**src/design/psd_pkg.sv**
```systemverilog
// Shared types, constants and register map of the speed PID with stall detection.
package psd_pkg;

    // Defaults for the top-level parameters
    localparam int SAMPLE_WIDTH_DEF    = 16;
    localparam int STALL_COUNT_MAX_DEF = 10000;

    // Fixed field widths
    localparam int GAIN_W      = 16;
    localparam int ES_W        = 24;
    localparam int ILIM_W      = 23;
    localparam int OLIM_W      = 15;
    localparam int THR_W       = 14;
    localparam int DRIVE_W     = 16;
    localparam int OUT_TDATA_W = ((DRIVE_W + 1 + 7) / 8) * 8;

    // Gains are Q8.8
    localparam int FRAC_BITS = 8;

    // Stall test: PCT_SCALE*|err| > STALL_PCT*|target|
    localparam int PCT_SCALE = 100;
    localparam int STALL_PCT = 85;
    // Detection runs only once the previous drive reaches out_limit / LIMIT_DIV
    localparam int LIMIT_DIV = 5;

    // Configuration port
    localparam int CFG_IDX_W  = 3;
    localparam int CFG_DATA_W = 23;

    typedef logic [CFG_IDX_W-1:0] t_cfg_idx;

    localparam t_cfg_idx REG_PROP_GAIN     = 3'd0;
    localparam t_cfg_idx REG_INTEG_GAIN    = 3'd1;
    localparam t_cfg_idx REG_DERIV_GAIN    = 3'd2;
    localparam t_cfg_idx REG_INTEG_LIMIT   = 3'd3;
    localparam t_cfg_idx REG_OUT_LIMIT     = 3'd4;
    localparam t_cfg_idx REG_LOCK_THRESH   = 3'd5;
    localparam t_cfg_idx REG_UNLOCK_THRESH = 3'd6;

    typedef struct packed {
        logic signed [GAIN_W-1:0] prop_gain;
        logic signed [GAIN_W-1:0] integ_gain;
        logic signed [GAIN_W-1:0] deriv_gain;
        logic [ILIM_W-1:0]        integ_limit;
        logic [OLIM_W-1:0]        out_limit;
        logic [THR_W-1:0]         lock_threshold;
        logic [THR_W-1:0]         unlock_threshold;
    } t_cfg;

    localparam t_cfg CFG_RESET = '{
        prop_gain:        16'sd3072,
        integ_gain:       16'sd0,
        deriv_gain:       16'sd0,
        integ_limit:      23'd9000,
        out_limit:        15'd9000,
        lock_threshold:   14'd600,
        unlock_threshold: 14'd3600
    };

endpackage

```
**src/design/psd_cfg_regs.sv**
```systemverilog
// Configuration register bank of the speed PID with stall detection.
module psd_cfg_regs (
    input  logic                           i_clk,
    input  logic                           i_rst_n,
    input  logic                           i_cfg_wr_en,
    input  psd_pkg::t_cfg_idx              i_cfg_index,
    input  logic [psd_pkg::CFG_DATA_W-1:0] i_cfg_data,
    output psd_pkg::t_cfg                  o_cfg
);

    psd_pkg::t_cfg r_cfg;
    psd_pkg::t_cfg n_cfg;

    // Decode the write into the addressed field, drop unknown indexes
    always_comb begin
        n_cfg = r_cfg;
        if (i_cfg_wr_en) begin
            unique case (i_cfg_index)
                psd_pkg::REG_PROP_GAIN: begin
                    n_cfg.prop_gain = i_cfg_data[psd_pkg::GAIN_W-1:0];
                end
                psd_pkg::REG_INTEG_GAIN: begin
                    n_cfg.integ_gain = i_cfg_data[psd_pkg::GAIN_W-1:0];
                end
                psd_pkg::REG_DERIV_GAIN: begin
                    n_cfg.deriv_gain = i_cfg_data[psd_pkg::GAIN_W-1:0];
                end
                psd_pkg::REG_INTEG_LIMIT: begin
                    n_cfg.integ_limit = i_cfg_data[psd_pkg::ILIM_W-1:0];
                end
                psd_pkg::REG_OUT_LIMIT: begin
                    n_cfg.out_limit = i_cfg_data[psd_pkg::OLIM_W-1:0];
                end
                psd_pkg::REG_LOCK_THRESH: begin
                    n_cfg.lock_threshold = i_cfg_data[psd_pkg::THR_W-1:0];
                end
                psd_pkg::REG_UNLOCK_THRESH: begin
                    n_cfg.unlock_threshold = i_cfg_data[psd_pkg::THR_W-1:0];
                end
                default: begin
                    n_cfg = r_cfg;
                end
            endcase
        end
    end

    always_ff @(posedge i_clk) begin
        if (!i_rst_n) begin
            r_cfg <= psd_pkg::CFG_RESET;
        end else begin
            r_cfg <= n_cfg;
        end
    end

    assign o_cfg = r_cfg;

endmodule

```
**src/design/pid_speed_with_stall_detect.sv**
```systemverilog
// Top level of the positional speed PID with anti-windup and stall detection.
// Takes one measured/target sample pair per clock while s_axis_tready is high and
// returns one drive word per sample. Stage one forms the
// error and updates the clamped error sum; stage two holds the three gain
// products (one multiplier each); stage three sums them, scales by 1/256 with
// floor, clamps to the output limit and runs stall detection against the
// drive of the previous sample, which is what the output register still holds.
// A result that waits at the output does not block the stages behind it
// until they are full. Write configuration only while no sample is in flight.
module pid_speed_with_stall_detect #(
    parameter int SAMPLE_WIDTH    = psd_pkg::SAMPLE_WIDTH_DEF,
    parameter int STALL_COUNT_MAX = psd_pkg::STALL_COUNT_MAX_DEF,
    localparam int IN_TDATA_W     = ((2 * SAMPLE_WIDTH + 7) / 8) * 8
) (
    input  logic                            i_clk,
    input  logic                            i_rst_n,
    // Configuration write port
    input  logic                            i_cfg_wr_en,
    input  psd_pkg::t_cfg_idx               i_cfg_index,
    input  logic [psd_pkg::CFG_DATA_W-1:0]  i_cfg_data,
    // Sample stream
    input  logic                            s_axis_tvalid,
    output logic                            s_axis_tready,
    input  logic [IN_TDATA_W-1:0]           s_axis_tdata,  // measured, setpoint
    // Drive stream
    output logic                            m_axis_tvalid,
    input  logic                            m_axis_tready,
    output logic [psd_pkg::OUT_TDATA_W-1:0] m_axis_tdata   // drive, stalled
);

    localparam int SW     = SAMPLE_WIDTH;
    localparam int ERR_W  = SW + 1;
    localparam int DIF_W  = ERR_W + 1;
    localparam int SUM_W  = ((psd_pkg::ES_W > ERR_W) ? psd_pkg::ES_W : ERR_W) + 1;
    localparam int MAG_W  = ERR_W + 7;
    localparam int PP_W   = psd_pkg::GAIN_W + ERR_W;
    localparam int PI_W   = psd_pkg::GAIN_W + psd_pkg::ES_W;
    localparam int PD_W   = psd_pkg::GAIN_W + DIF_W;
    localparam int ACC_W  = psd_pkg::GAIN_W
                          + ((psd_pkg::ES_W > DIF_W) ? psd_pkg::ES_W : DIF_W) + 2;
    localparam int PD5_W  = psd_pkg::DRIVE_W + 3;
    localparam int CNT_W  = $clog2(STALL_COUNT_MAX + 1);
    localparam int PAD_W  = psd_pkg::OUT_TDATA_W - psd_pkg::DRIVE_W - 1;

    psd_pkg::t_cfg cfg;

    psd_cfg_regs u_cfg (
        .i_clk       (i_clk),
        .i_rst_n     (i_rst_n),
        .i_cfg_wr_en (i_cfg_wr_en),
        .i_cfg_index (i_cfg_index),
        .i_cfg_data  (i_cfg_data),
        .o_cfg       (cfg)
    );

    // Pipeline control: a stage loads when it is empty or its word moves on
    logic r_v1, r_v2, r_v3;
    logic en1, en2, en3, accept;

    assign en3           = !r_v3 || m_axis_tready;
    assign en2           = !r_v2 || en3;
    assign en1           = !r_v1 || en2;
    assign s_axis_tready = en1;
    assign accept        = s_axis_tvalid && en1;

    // ---------------- Stage 1: error, error sum, stall test ----------------
    logic signed [SW-1:0]           meas, tgt;
    logic signed [ERR_W-1:0]        err;
    logic signed [SUM_W-1:0]        esum_raw, ilim;
    logic signed [psd_pkg::ES_W-1:0] n_error_sum;
    logic signed [DIF_W-1:0]        diff;
    logic [ERR_W-1:0]               mag_err;
    logic [SW-1:0]                  mag_tgt;
    logic                           hit;

    logic signed [psd_pkg::ES_W-1:0] r_error_sum;
    logic signed [ERR_W-1:0]         r_prev_error;

    logic signed [ERR_W-1:0]         r_s1_err;
    logic signed [psd_pkg::ES_W-1:0] r_s1_esum;
    logic signed [DIF_W-1:0]         r_s1_diff;
    logic                            r_s1_hit, r_s1_tgt_nz;

    always_comb begin
        meas     = s_axis_tdata[SW-1:0];
        tgt      = s_axis_tdata[2*SW-1:SW];
        err      = ERR_W'(tgt) - ERR_W'(meas);
        esum_raw = SUM_W'(r_error_sum) + SUM_W'(err);
        ilim     = SUM_W'($signed({1'b0, cfg.integ_limit}));
        // Clamp the error sum symmetrically
        priority if (esum_raw > ilim) begin
            n_error_sum = psd_pkg::ES_W'(ilim);
        end else if (esum_raw < -ilim) begin
            n_error_sum = psd_pkg::ES_W'(-ilim);
        end else begin
            n_error_sum = psd_pkg::ES_W'(esum_raw);
        end
        diff    = DIF_W'(err) - DIF_W'(r_prev_error);
        mag_err = err[ERR_W-1] ? -err : err;
        mag_tgt = tgt[SW-1] ? -tgt : tgt;
        hit     = (MAG_W'(mag_err) * MAG_W'(psd_pkg::PCT_SCALE))
                > (MAG_W'(mag_tgt) * MAG_W'(psd_pkg::STALL_PCT));
    end

    // Advance error state on every accepted word
    always_ff @(posedge i_clk) begin
        if (!i_rst_n) begin
            r_error_sum  <= '0;
            r_prev_error <= '0;
            r_v1         <= 1'b0;
        end else begin
            if (en1) begin
                r_v1 <= accept;
            end
            if (accept) begin
                r_error_sum  <= n_error_sum;
                r_prev_error <= err;
            end
        end
    end

    always_ff @(posedge i_clk) begin
        if (accept) begin
            r_s1_err    <= err;
            r_s1_esum   <= n_error_sum;
            r_s1_diff   <= diff;
            r_s1_hit    <= hit;
            r_s1_tgt_nz <= (tgt != '0);
        end
    end

    // ---------------- Stage 2: gain products ----------------
    logic signed [PP_W-1:0] r_s2_prod_p;
    logic signed [PI_W-1:0] r_s2_prod_i;
    logic signed [PD_W-1:0] r_s2_prod_d;
    logic                   r_s2_hit, r_s2_tgt_nz;

    always_ff @(posedge i_clk) begin
        if (!i_rst_n) begin
            r_v2 <= 1'b0;
        end else if (en2) begin
            r_v2 <= r_v1;
        end
    end

    always_ff @(posedge i_clk) begin
        if (en2 && r_v1) begin
            r_s2_prod_p <= PP_W'(cfg.prop_gain) * PP_W'(r_s1_err);
            r_s2_prod_i <= PI_W'(cfg.integ_gain) * PI_W'(r_s1_esum);
            r_s2_prod_d <= PD_W'(cfg.deriv_gain) * PD_W'(r_s1_diff);
            r_s2_hit    <= r_s1_hit;
            r_s2_tgt_nz <= r_s1_tgt_nz;
        end
    end

    // ---------------- Stage 3: drive, stall counter ----------------
    logic signed [ACC_W-1:0]            acc, scaled, olim;
    logic signed [psd_pkg::DRIVE_W-1:0] n_drive;
    logic signed [PD5_W-1:0]            prev5, olim5;
    logic [CNT_W-1:0]                   n_stall_count;
    logic                               n_locked;

    logic signed [psd_pkg::DRIVE_W-1:0] r_drive;
    logic [CNT_W-1:0]                   r_stall_count;
    logic                               r_locked;

    // Sum, floor-scale and clamp the drive
    always_comb begin
        acc    = ACC_W'(r_s2_prod_p) + ACC_W'(r_s2_prod_i) + ACC_W'(r_s2_prod_d);
        scaled = acc >>> psd_pkg::FRAC_BITS;
        olim   = ACC_W'($signed({1'b0, cfg.out_limit}));
        priority if (scaled > olim) begin
            n_drive = psd_pkg::DRIVE_W'(olim);
        end else if (scaled < -olim) begin
            n_drive = psd_pkg::DRIVE_W'(-olim);
        end else begin
            n_drive = psd_pkg::DRIVE_W'(scaled);
        end
    end

    // Stall detection on the previous drive, held in r_drive
    always_comb begin
        prev5         = PD5_W'(r_drive) * PD5_W'(psd_pkg::LIMIT_DIV);
        olim5         = PD5_W'($signed({1'b0, cfg.out_limit}));
        n_stall_count = r_stall_count;
        n_locked      = r_locked;
        if (r_s2_tgt_nz && !(prev5 < olim5)) begin
            priority if (r_s2_hit) begin
                if (r_stall_count < CNT_W'(STALL_COUNT_MAX)) begin
                    n_stall_count = r_stall_count + 1'b1;
                end
            end else if (r_stall_count != '0) begin
                n_stall_count = r_stall_count - 1'b1;
            end
            priority if (psd_pkg::THR_W'(n_stall_count) > cfg.lock_threshold) begin
                n_locked = 1'b1;
            end else if (psd_pkg::THR_W'(n_stall_count) < cfg.unlock_threshold) begin
                n_locked = 1'b0;
            end else begin
                n_locked = r_locked;
            end
        end
    end

    always_ff @(posedge i_clk) begin
        if (!i_rst_n) begin
            r_v3          <= 1'b0;
            r_drive       <= '0;
            r_stall_count <= '0;
            r_locked      <= 1'b0;
        end else begin
            if (en3) begin
                r_v3 <= r_v2;
            end
            if (en3 && r_v2) begin
                r_drive       <= n_drive;
                r_stall_count <= n_stall_count;
                r_locked      <= n_locked;
            end
        end
    end

    assign m_axis_tvalid = r_v3;
    assign m_axis_tdata  = {{PAD_W{1'b0}}, r_locked, r_drive};

    // ---------------- Checks ----------------
    // Input backpressure only when every stage holds a word
    a_ready_full: assert property (@(posedge i_clk) disable iff (!i_rst_n)
        !s_axis_tready |-> (r_v1 && r_v2 && r_v3))
        else $error("input stalled with a free stage");

    // Stall counter moves by at most one per word
    a_count_step: assert property (@(posedge i_clk) disable iff (!i_rst_n)
        $past(i_rst_n) |-> (r_stall_count == $past(r_stall_count)
                         || r_stall_count == $past(r_stall_count) + 1'b1
                         || r_stall_count == $past(r_stall_count) - 1'b1))
        else $error("stall counter jumped");

    // Lock sets only above the lock threshold
    a_lock_set: assert property (@(posedge i_clk) disable iff (!i_rst_n)
        ($past(i_rst_n) && $rose(r_locked))
        |-> (psd_pkg::THR_W'(r_stall_count) > $past(cfg.lock_threshold)))
        else $error("locked set at or below lock threshold");

    // Lock clears only below the unlock threshold
    a_lock_clr: assert property (@(posedge i_clk) disable iff (!i_rst_n)
        ($past(i_rst_n) && $fell(r_locked))
        |-> (psd_pkg::THR_W'(r_stall_count) < $past(cfg.unlock_threshold)))
        else $error("locked cleared at or above unlock threshold");

endmodule
```
**config.mk**
```make
export PLATFORM = sky130hd
export DESIGN_NAME = pid_speed_with_stall_detect
export DESIGN_NICKNAME = d
export VERILOG_FILES = /design/src/design/psd_pkg.sv /design/src/design/psd_cfg_regs.sv /design/src/design/pid_speed_with_stall_detect.sv
export SDC_FILE = /design/constraint.sdc
export NUM_CORES = 2
export LEC_CHECK = 0
export BUFFER_PORTS_ARGS = -buffer_cell sky130_fd_sc_hd__buf_4
export CAP_MARGIN = 5
export CORE_AREA = 2 2 399 401
export DETAILED_ROUTE_END_ITERATION = 10
export DIE_AREA = 0 0 401 403
export HOLD_SLACK_MARGIN = 0.15
export PLACE_DENSITY = 0.62
export RECOVER_POWER = 100
export SYNTH_ARGS = -nofsm -noshare
export SYNTH_HDL_FRONTEND = slang
export SYNTH_SLANG_ARGS = --single-unit
```
**constraint.sdc**
```tcl
create_clock -name i_clk -period 22.2 [get_ports i_clk]
set_input_delay 4.44 -clock i_clk [delete_from_list [all_inputs] [get_ports i_clk]]
set_output_delay 4.44 -clock i_clk [all_outputs]
set_load 0.01 [all_outputs]
```
# Word-level counts from Yosys, hierarchy flattened
# Cells that the tools add are included.
totals:
  in_bits: 63
  ff_bits: 359
  output_inout_bits: 26
classes:
  n_eq_ne: 6
  add_sub_neg: 11
  order_cmp: 9
  n_mul: 6
  n_reduce_logical: 24
  n_mux: 12
ops:
  columns: ["op", "n"]
  rows:
  - ["$mux 14", 4]
  - ["$mux 16", 3]
  - ["$mux 24", 2]
  - ["$add 41x34->42", 1]
  - ["$lt 34x42->1", 1]
  - ["$neg 15->42", 1]
  - ["$add 33x40->41", 1]
  - ["$mul 16x24->40", 1]
  - ["$gt 34x16->1", 1]
  - ["$mul 16x18->34", 1]
  - ["$mul 16x17->33", 1]
  - ["$add 24x17->25", 1]
  - ["$gt 25x24->1", 1]
  - ["$lt 25x25->1", 1]
  - ["$neg 23->25", 1]
  - ["$gt 24x23->1", 1]
  - ["$mul 16x7->23 const B", 1]
  - ["$mul 17x5->22 const B", 1]
  - ["$lt 19x16->1", 1]
  - ["$mul 16x4->19 const B", 1]
  - ["$sub 17x17->18", 1]
  - ["$mux 17", 1]
  - ["$neg 17->17", 1]
  - ["$sub 16x16->17", 1]
  - ["other kinds (19)", 38]

# Logic depth before layout (Yosys ltp)
logic_depth:
  word_depth: 8
  mapped_depth: 43
  ltp_nobuf: 42

# Cells and area by module
# Synthesis repeated with hierarchy kept, for this count alone.
unflattened:
  cells_unflattened: 6929
  area_unflattened_um2: 63121.8
modules_own_cells:
  columns: ["mod", "area_each_um2", "instances", "cells_per_inst"]
  rows:
  - ["pid_speed_with_stall_detect", 58820.2, 1, 6515]
  - ["psd_cfg_regs", 4301.6, 1, 414]

# Worst setup path before layout
# OpenSTA, ideal clock, no wires.
synth_timing:
  path_type: "input-to-reg"
  startpoint: "in m_axis_tready"
  endpoint: "reg r_s2_hit, enable pin"
  slack_ps: 9046
  stages: 2
  arrival_time_ps: 12410
  setup_ps: 744
  path_cell_list: "nor2b_1 > a21boi_0"
synth_between:
  elab_chain_cells: 3
synth_lines:
  columns: ["element", "line", "text"]
  rows:
  - ["from (decl)", "pid_speed_with_stall_detect.sv:27", "input logic m_axis_tready,"]
  - ["$logic_or 1x1->1", "pid_speed_with_stall_detect.sv:60", "assign en3 = !r_v3 || m_axis_tready;"]
  - ["$logic_or 1x1->1", "pid_speed_with_stall_detect.sv:61", "assign en2 = !r_v2 || en3;"]
  - ["$logic_and 1x1->1", "pid_speed_with_stall_detect.sv:147", "if (en2 && r_v1) begin"]
  - ["to (signal assigned)", "pid_speed_with_stall_detect.sv:151", "r_s2_hit <= r_s1_hit;"]
  - ["to (decl)", "pid_speed_with_stall_detect.sv:136", "logic r_s2_hit, r_s2_tgt_nz;"]
# No other way between the ends.
# A chain may end at the register's enable or synchronous reset.

# Worst setup path in the final report
layout_timing:
  startpoint: "in s_axis_tdata[16]"
  endpoint: "reg r_s1_hit, data pin"
layout_between:
  elab_chain_cells: 5
layout_lines:
  columns: ["element", "line", "text"]
  rows:
  - ["from (decl)", "pid_speed_with_stall_detect.sv:24", "input logic [IN_TDATA_W-1:0] s_axis_tdata,"]
  - ["$sub 16x16->17", "pid_speed_with_stall_detect.sv:87", "err = ERR_W'(tgt) - ERR_W'(meas);"]
  - ["$neg 17->17", "pid_speed_with_stall_detect.sv:99", "mag_err = err[ERR_W-1] ? -err : err;"]
  - ["$mux 17", "pid_speed_with_stall_detect.sv:99", null]
  - ["$mul 17x5->22", "pid_speed_with_stall_detect.sv:101", "hit = (MAG_W'(mag_err) * MAG_W'(psd_pkg::PCT_SCALE))"]
  - ["$gt 24x23->1 (*)", "pid_speed_with_stall_detect.sv:102", "> (MAG_W'(mag_tgt) * MAG_W'(psd_pkg::STALL_PCT));"]
  - ["named net hit", "pid_speed_with_stall_detect.sv:74", "logic hit;"]
  - ["to (signal assigned)", "pid_speed_with_stall_detect.sv:127", "r_s1_hit <= hit;"]
  - ["to (decl)", "pid_speed_with_stall_detect.sv:82", "logic r_s1_hit, r_s1_tgt_nz;"]
# The timed path passes the listed nets; every way through them passes the cells marked *.

==> results by group <==
Synth
  – Mapped cell area: 0.06247 mm^2
  – Top area cells in the synthesized netlist: fa_1 33%, ha_1 14%, edfxtp_1 8.2%
  – Post-synth EDFFs: 170
  – Async SR Flop Fraction: 0%
  – Cells after synthesis: between 6k and 7k
  – Number of synthesized register bits: approximately 360
  – Most used DFF post-synth: dfxtp_1
  – Yosys warnings: 0
  – Sequential share of the synthesized area: between 10 and 15%
  – Yosys top cell by area: fa_1
  – Yosys cell types: 80
  – Yosys top cell area share: 32.65%
  – Syn Area/Cell: ~9 um^2

Timing
  – Final Hold Fails: 0
  – Setup TNS: 0 ns
  – Final period util: 60.51%
  – RSZ-0062 raised after global routing: false
  – Final Worst Setup Slack: around 8.8 ns
  – Skew final: roughly 0.054 ns
  – Hold slack: approximately 0.47 ns
  – Upper clock frequency limit: between 70 and 80 MHz
  – Slew @ Worst Pin: between 4 and 5 ns
  – Fin crit period: between 10 and 15 ns
  – Final setup vio count: 0
  – Final slew viol count: 472
  – Slew headroom: -170.2%

Clock network
  – Clk buf depth: 3
  – Sink Count: between 300 and 400
  – Post-cts sizing count: 0
  – CTS Hold Bufs: 0
  – CTS tree: yes
  – Postcts setup bufs: 0
  – Clk_lat worst skew: between 0.6 and 0.7 ns
  – Reg clk slew, reported paths: roughly 0.060 ns
  – Root Buffer: clkbuf_16
  – CTS Buf Count: 46
  – Number of H-tree levels: 2

Floorplanning
  – Die X: about 400 um
  – Core Region: around 0.16 mm^2
  – Die area: 0.1616 mm^2
  – Die H: slightly above 400 um
  – Row Count: approximately 150
  – I/O Pins: 89
  – Starting Density: between 30% and 40%

Place
  – Placer Congestion: around 0.9
  – Post-DP HPWL: 136.6 mm
  – PortBufs: between 80 and 90
  – DP Worst Slack: between 8 and 9 ns

Critical path
  – Reg2Reg Depth: 26
  – CP arrival: approximately 14 ns
  – Crit end category: register
  – R2R Path End: r_s2_prod_i[38]$_DFFE_PP_
  – Worst endpoint required time: 22.53 ns
  – Reg2reg start: u_cfg.o_cfg[84]$_SDFFE_PN0P_
  – Crit path to: r_s1_hit$_DFFE_PP_
  – Crit-path slowest cell: o21ai_0
  – Cell mode on critical path: o21ai_0
  – Reg-to-reg slack, setup: approximately 13 ns
  – CP Launch Type: input pin
  – Worst-path maximum fanout: 22
  – CP Class: input pin to register
  – Crit-path max cell delay: between 0.5 and 0.6 ns
  – Worst Setup SP: s_axis_tdata[16]

Route
  – Vias per inst: around 5.2
  – Detailed-route wire length per cell: approximately 19 um
  – WL final: 170.5 mm
  – Pre-Repair DR Iteration Count: 5
  – DR iter-0 viols: ~2.8k
  – Final ANT Viol Nets: 0
  – Drt drc: 0
  – Via count: around 47k

Global route
  – Tot GR Track Use: a little over a fifth
  – Largest net degree at the start of global routing: a little over 70
  – Global-route wire length before repair: roughly 280 mm
  – Total gr overflow: 0
  – Antenna violations before repair: 6
  – Vias in the first global route: approximately 50k

Pwr
  – VDD IR-drop max: between 0.0001 and 0.00015 V
  – Clock Power Share: ~13%
  – Comb power frac: a little over two thirds
  – LEAKAGE: about 31 nW
  – Pint: about 3.1 mW
  – Switching power: ~3.1 mW
  – Sequential fraction of design power: around 18%
  – Sw Ratio: between 50% and 60%
  – PwrDens: 92.98 mW/mm^2

Final layout
  – Most frequent cells in the layout: 1347 x inv_1, 1019 x fa_1, 954 x nand2_1
  – NumNets Final: 8659
  – Layout cells sized above 1: between 3 and 4%
  – Most common cell after layout, fill and taps aside: inv_1
  – Syn-to-layout area delta: 6.970%

Outcome
  – Failing checks: capacitance limit, slew limit
  – Status: complete, but fails checks

Worst hold path
  – Hold Crit Class: register to register

Run
  – Maxcap violations: 9
==> Yosys cell counts, drive strengths merged, types with 22 or more instances <==
| cell type | count |
|---|---|
| o21bai | 28 |
| xor2 | 74 |
| mux2i | 31 |
| and3 | 22 |
| xnor2 | 221 |
| fa | 1019 |
| a31oi | 28 |
| nor3 | 78 |
| a21boi | 134 |
| a211oi | 23 |
| o21a | 46 |
| dfxtp | 189 |
| or3 | 30 |
| a21o | 96 |
| nor2 | 208 |
| clkbuf | 219 |
| inv | 1348 |
| o211ai | 34 |
| nand2b | 97 |
| a21oi | 208 |
| ha | 677 |
| nand3 | 63 |
| nand4 | 48 |
| nand2 | 954 |
| nor2b | 58 |
| and2 | 398 |
| o21ai | 207 |
| edfxtp | 170 |
==> final cells by class <==
class                      count  area [um^2]
clock inverter                33        359.1
timing repair buffer         154         1010
multi-input combinational   4991        47660
antenna                        3        7.507
tap                         2072         2592
sequential                   359         8889
clock buffer                  53         1250
inverter                    1348         5061
fill                       15461        90640
==> power groups by stage <==
| stage | Sequential, mW | Clock [mW] | Combinational (mW) |
|---|---|---|---|
| after detailed placement | 1.09 | 0 | 4.29 |
| after global placement | 1.09 | 0 | 4.22 |
| after floorplan | 0.961 | 0 | 3.18 |
| after global routing | 1.10 | 0.831 | 4.89 |
| final | 1.09 | 0.792 | 4.34 |
| after CTS | 1.08 | 0.806 | 4.32 |
==> state kept, by name (all words and copies together) (netlist names) <==
signal,flops
u_cfg.o_cfg,114
r_s2_prod_i,40
r_s2_prod_d,34
r_s2_prod_p,33
r_error_sum,24
r_s1_esum,24
r_s1_diff,18
r_prev_error,17
r_s1_err,17
r_drive,16
r_stall_count,14
m_axis_tvalid,1
r_locked,1
r_s1_hit,1
r_s1_tgt_nz,1
r_s2_hit,1
r_s2_tgt_nz,1
r_v1,1
r_v2,1
==> critical path, delay by kind of cell <==
family / cells / cell delay [ns]
buf+inv: 5 / 1.23
simple gates: 7 / 1.15
compound gates: 22 / 4.61
fa+ha+maj: 7 / 2.32
==> routing by layer <==
metal	part of all wire (%)	global-route usage, %
met2	47	35.91
met3	5.6	2.589
met5	0.018	0
met1	45	29.68
met4	2.9	5.839
==> worst min path at each step <==
stage / start / endpoint / slack [ns] / depth (start not counted)
2_1_floorplan: r_s1_hit$_DFFE_PP_ / r_s2_hit$_DFFE_PP_ / 0.40 / 0
3_3_place_gp: u_cfg.o_cfg[0]$_SDFFE_PN0P_ / u_cfg.o_cfg[0]$_SDFFE_PN0P_ / 0.45 / 2
3_5_place_dp: u_cfg.o_cfg[13]$_SDFFE_PN0P_ / u_cfg.o_cfg[13]$_SDFFE_PN0P_ / 0.46 / 2
4_1_cts: u_cfg.o_cfg[13]$_SDFFE_PN0P_ / u_cfg.o_cfg[13]$_SDFFE_PN0P_ / 0.47 / 2
5_1_grt: u_cfg.o_cfg[26]$_SDFFE_PN0P_ / u_cfg.o_cfg[26]$_SDFFE_PN0P_ / 0.48 / 2
6_report: u_cfg.o_cfg[3]$_SDFFE_PN0P_ / u_cfg.o_cfg[3]$_SDFFE_PN0P_ / 0.47 / 2
==> through the flow <==
stage | util [%] | std cells | cell area, um^2 | power [mW]
final | 42.44 | 9013 | 66830 | 6.213
after global routing | 42.43 | 9010 | 66820 | 6.814
after CTS | 42.53 | 9010 | 66970 | 6.204
after global placement | 41.51 | 8924 | 65360 | 5.310
after detailed placement | 41.51 | 8924 | 65360 | 5.379
after floorplan | - | 6933 | 62500 | 4.140
==> cell families after synthesis <==
kind of cell	count (synthesis)	synth area share (%)
AND/OR/NAND/NOR	2019	15.39
adder cells (fa/ha/maj)	1696	46.21
buffers and inverters	1583	9.573
AO/OA/AOI/OAI	938	9.870
flip-flops	359	14.23
XOR/XNOR	295	4.136
multiplexers	36	0.5868
other	1	0.006003
No activity file was read; power rests on OpenSTA's default activity.
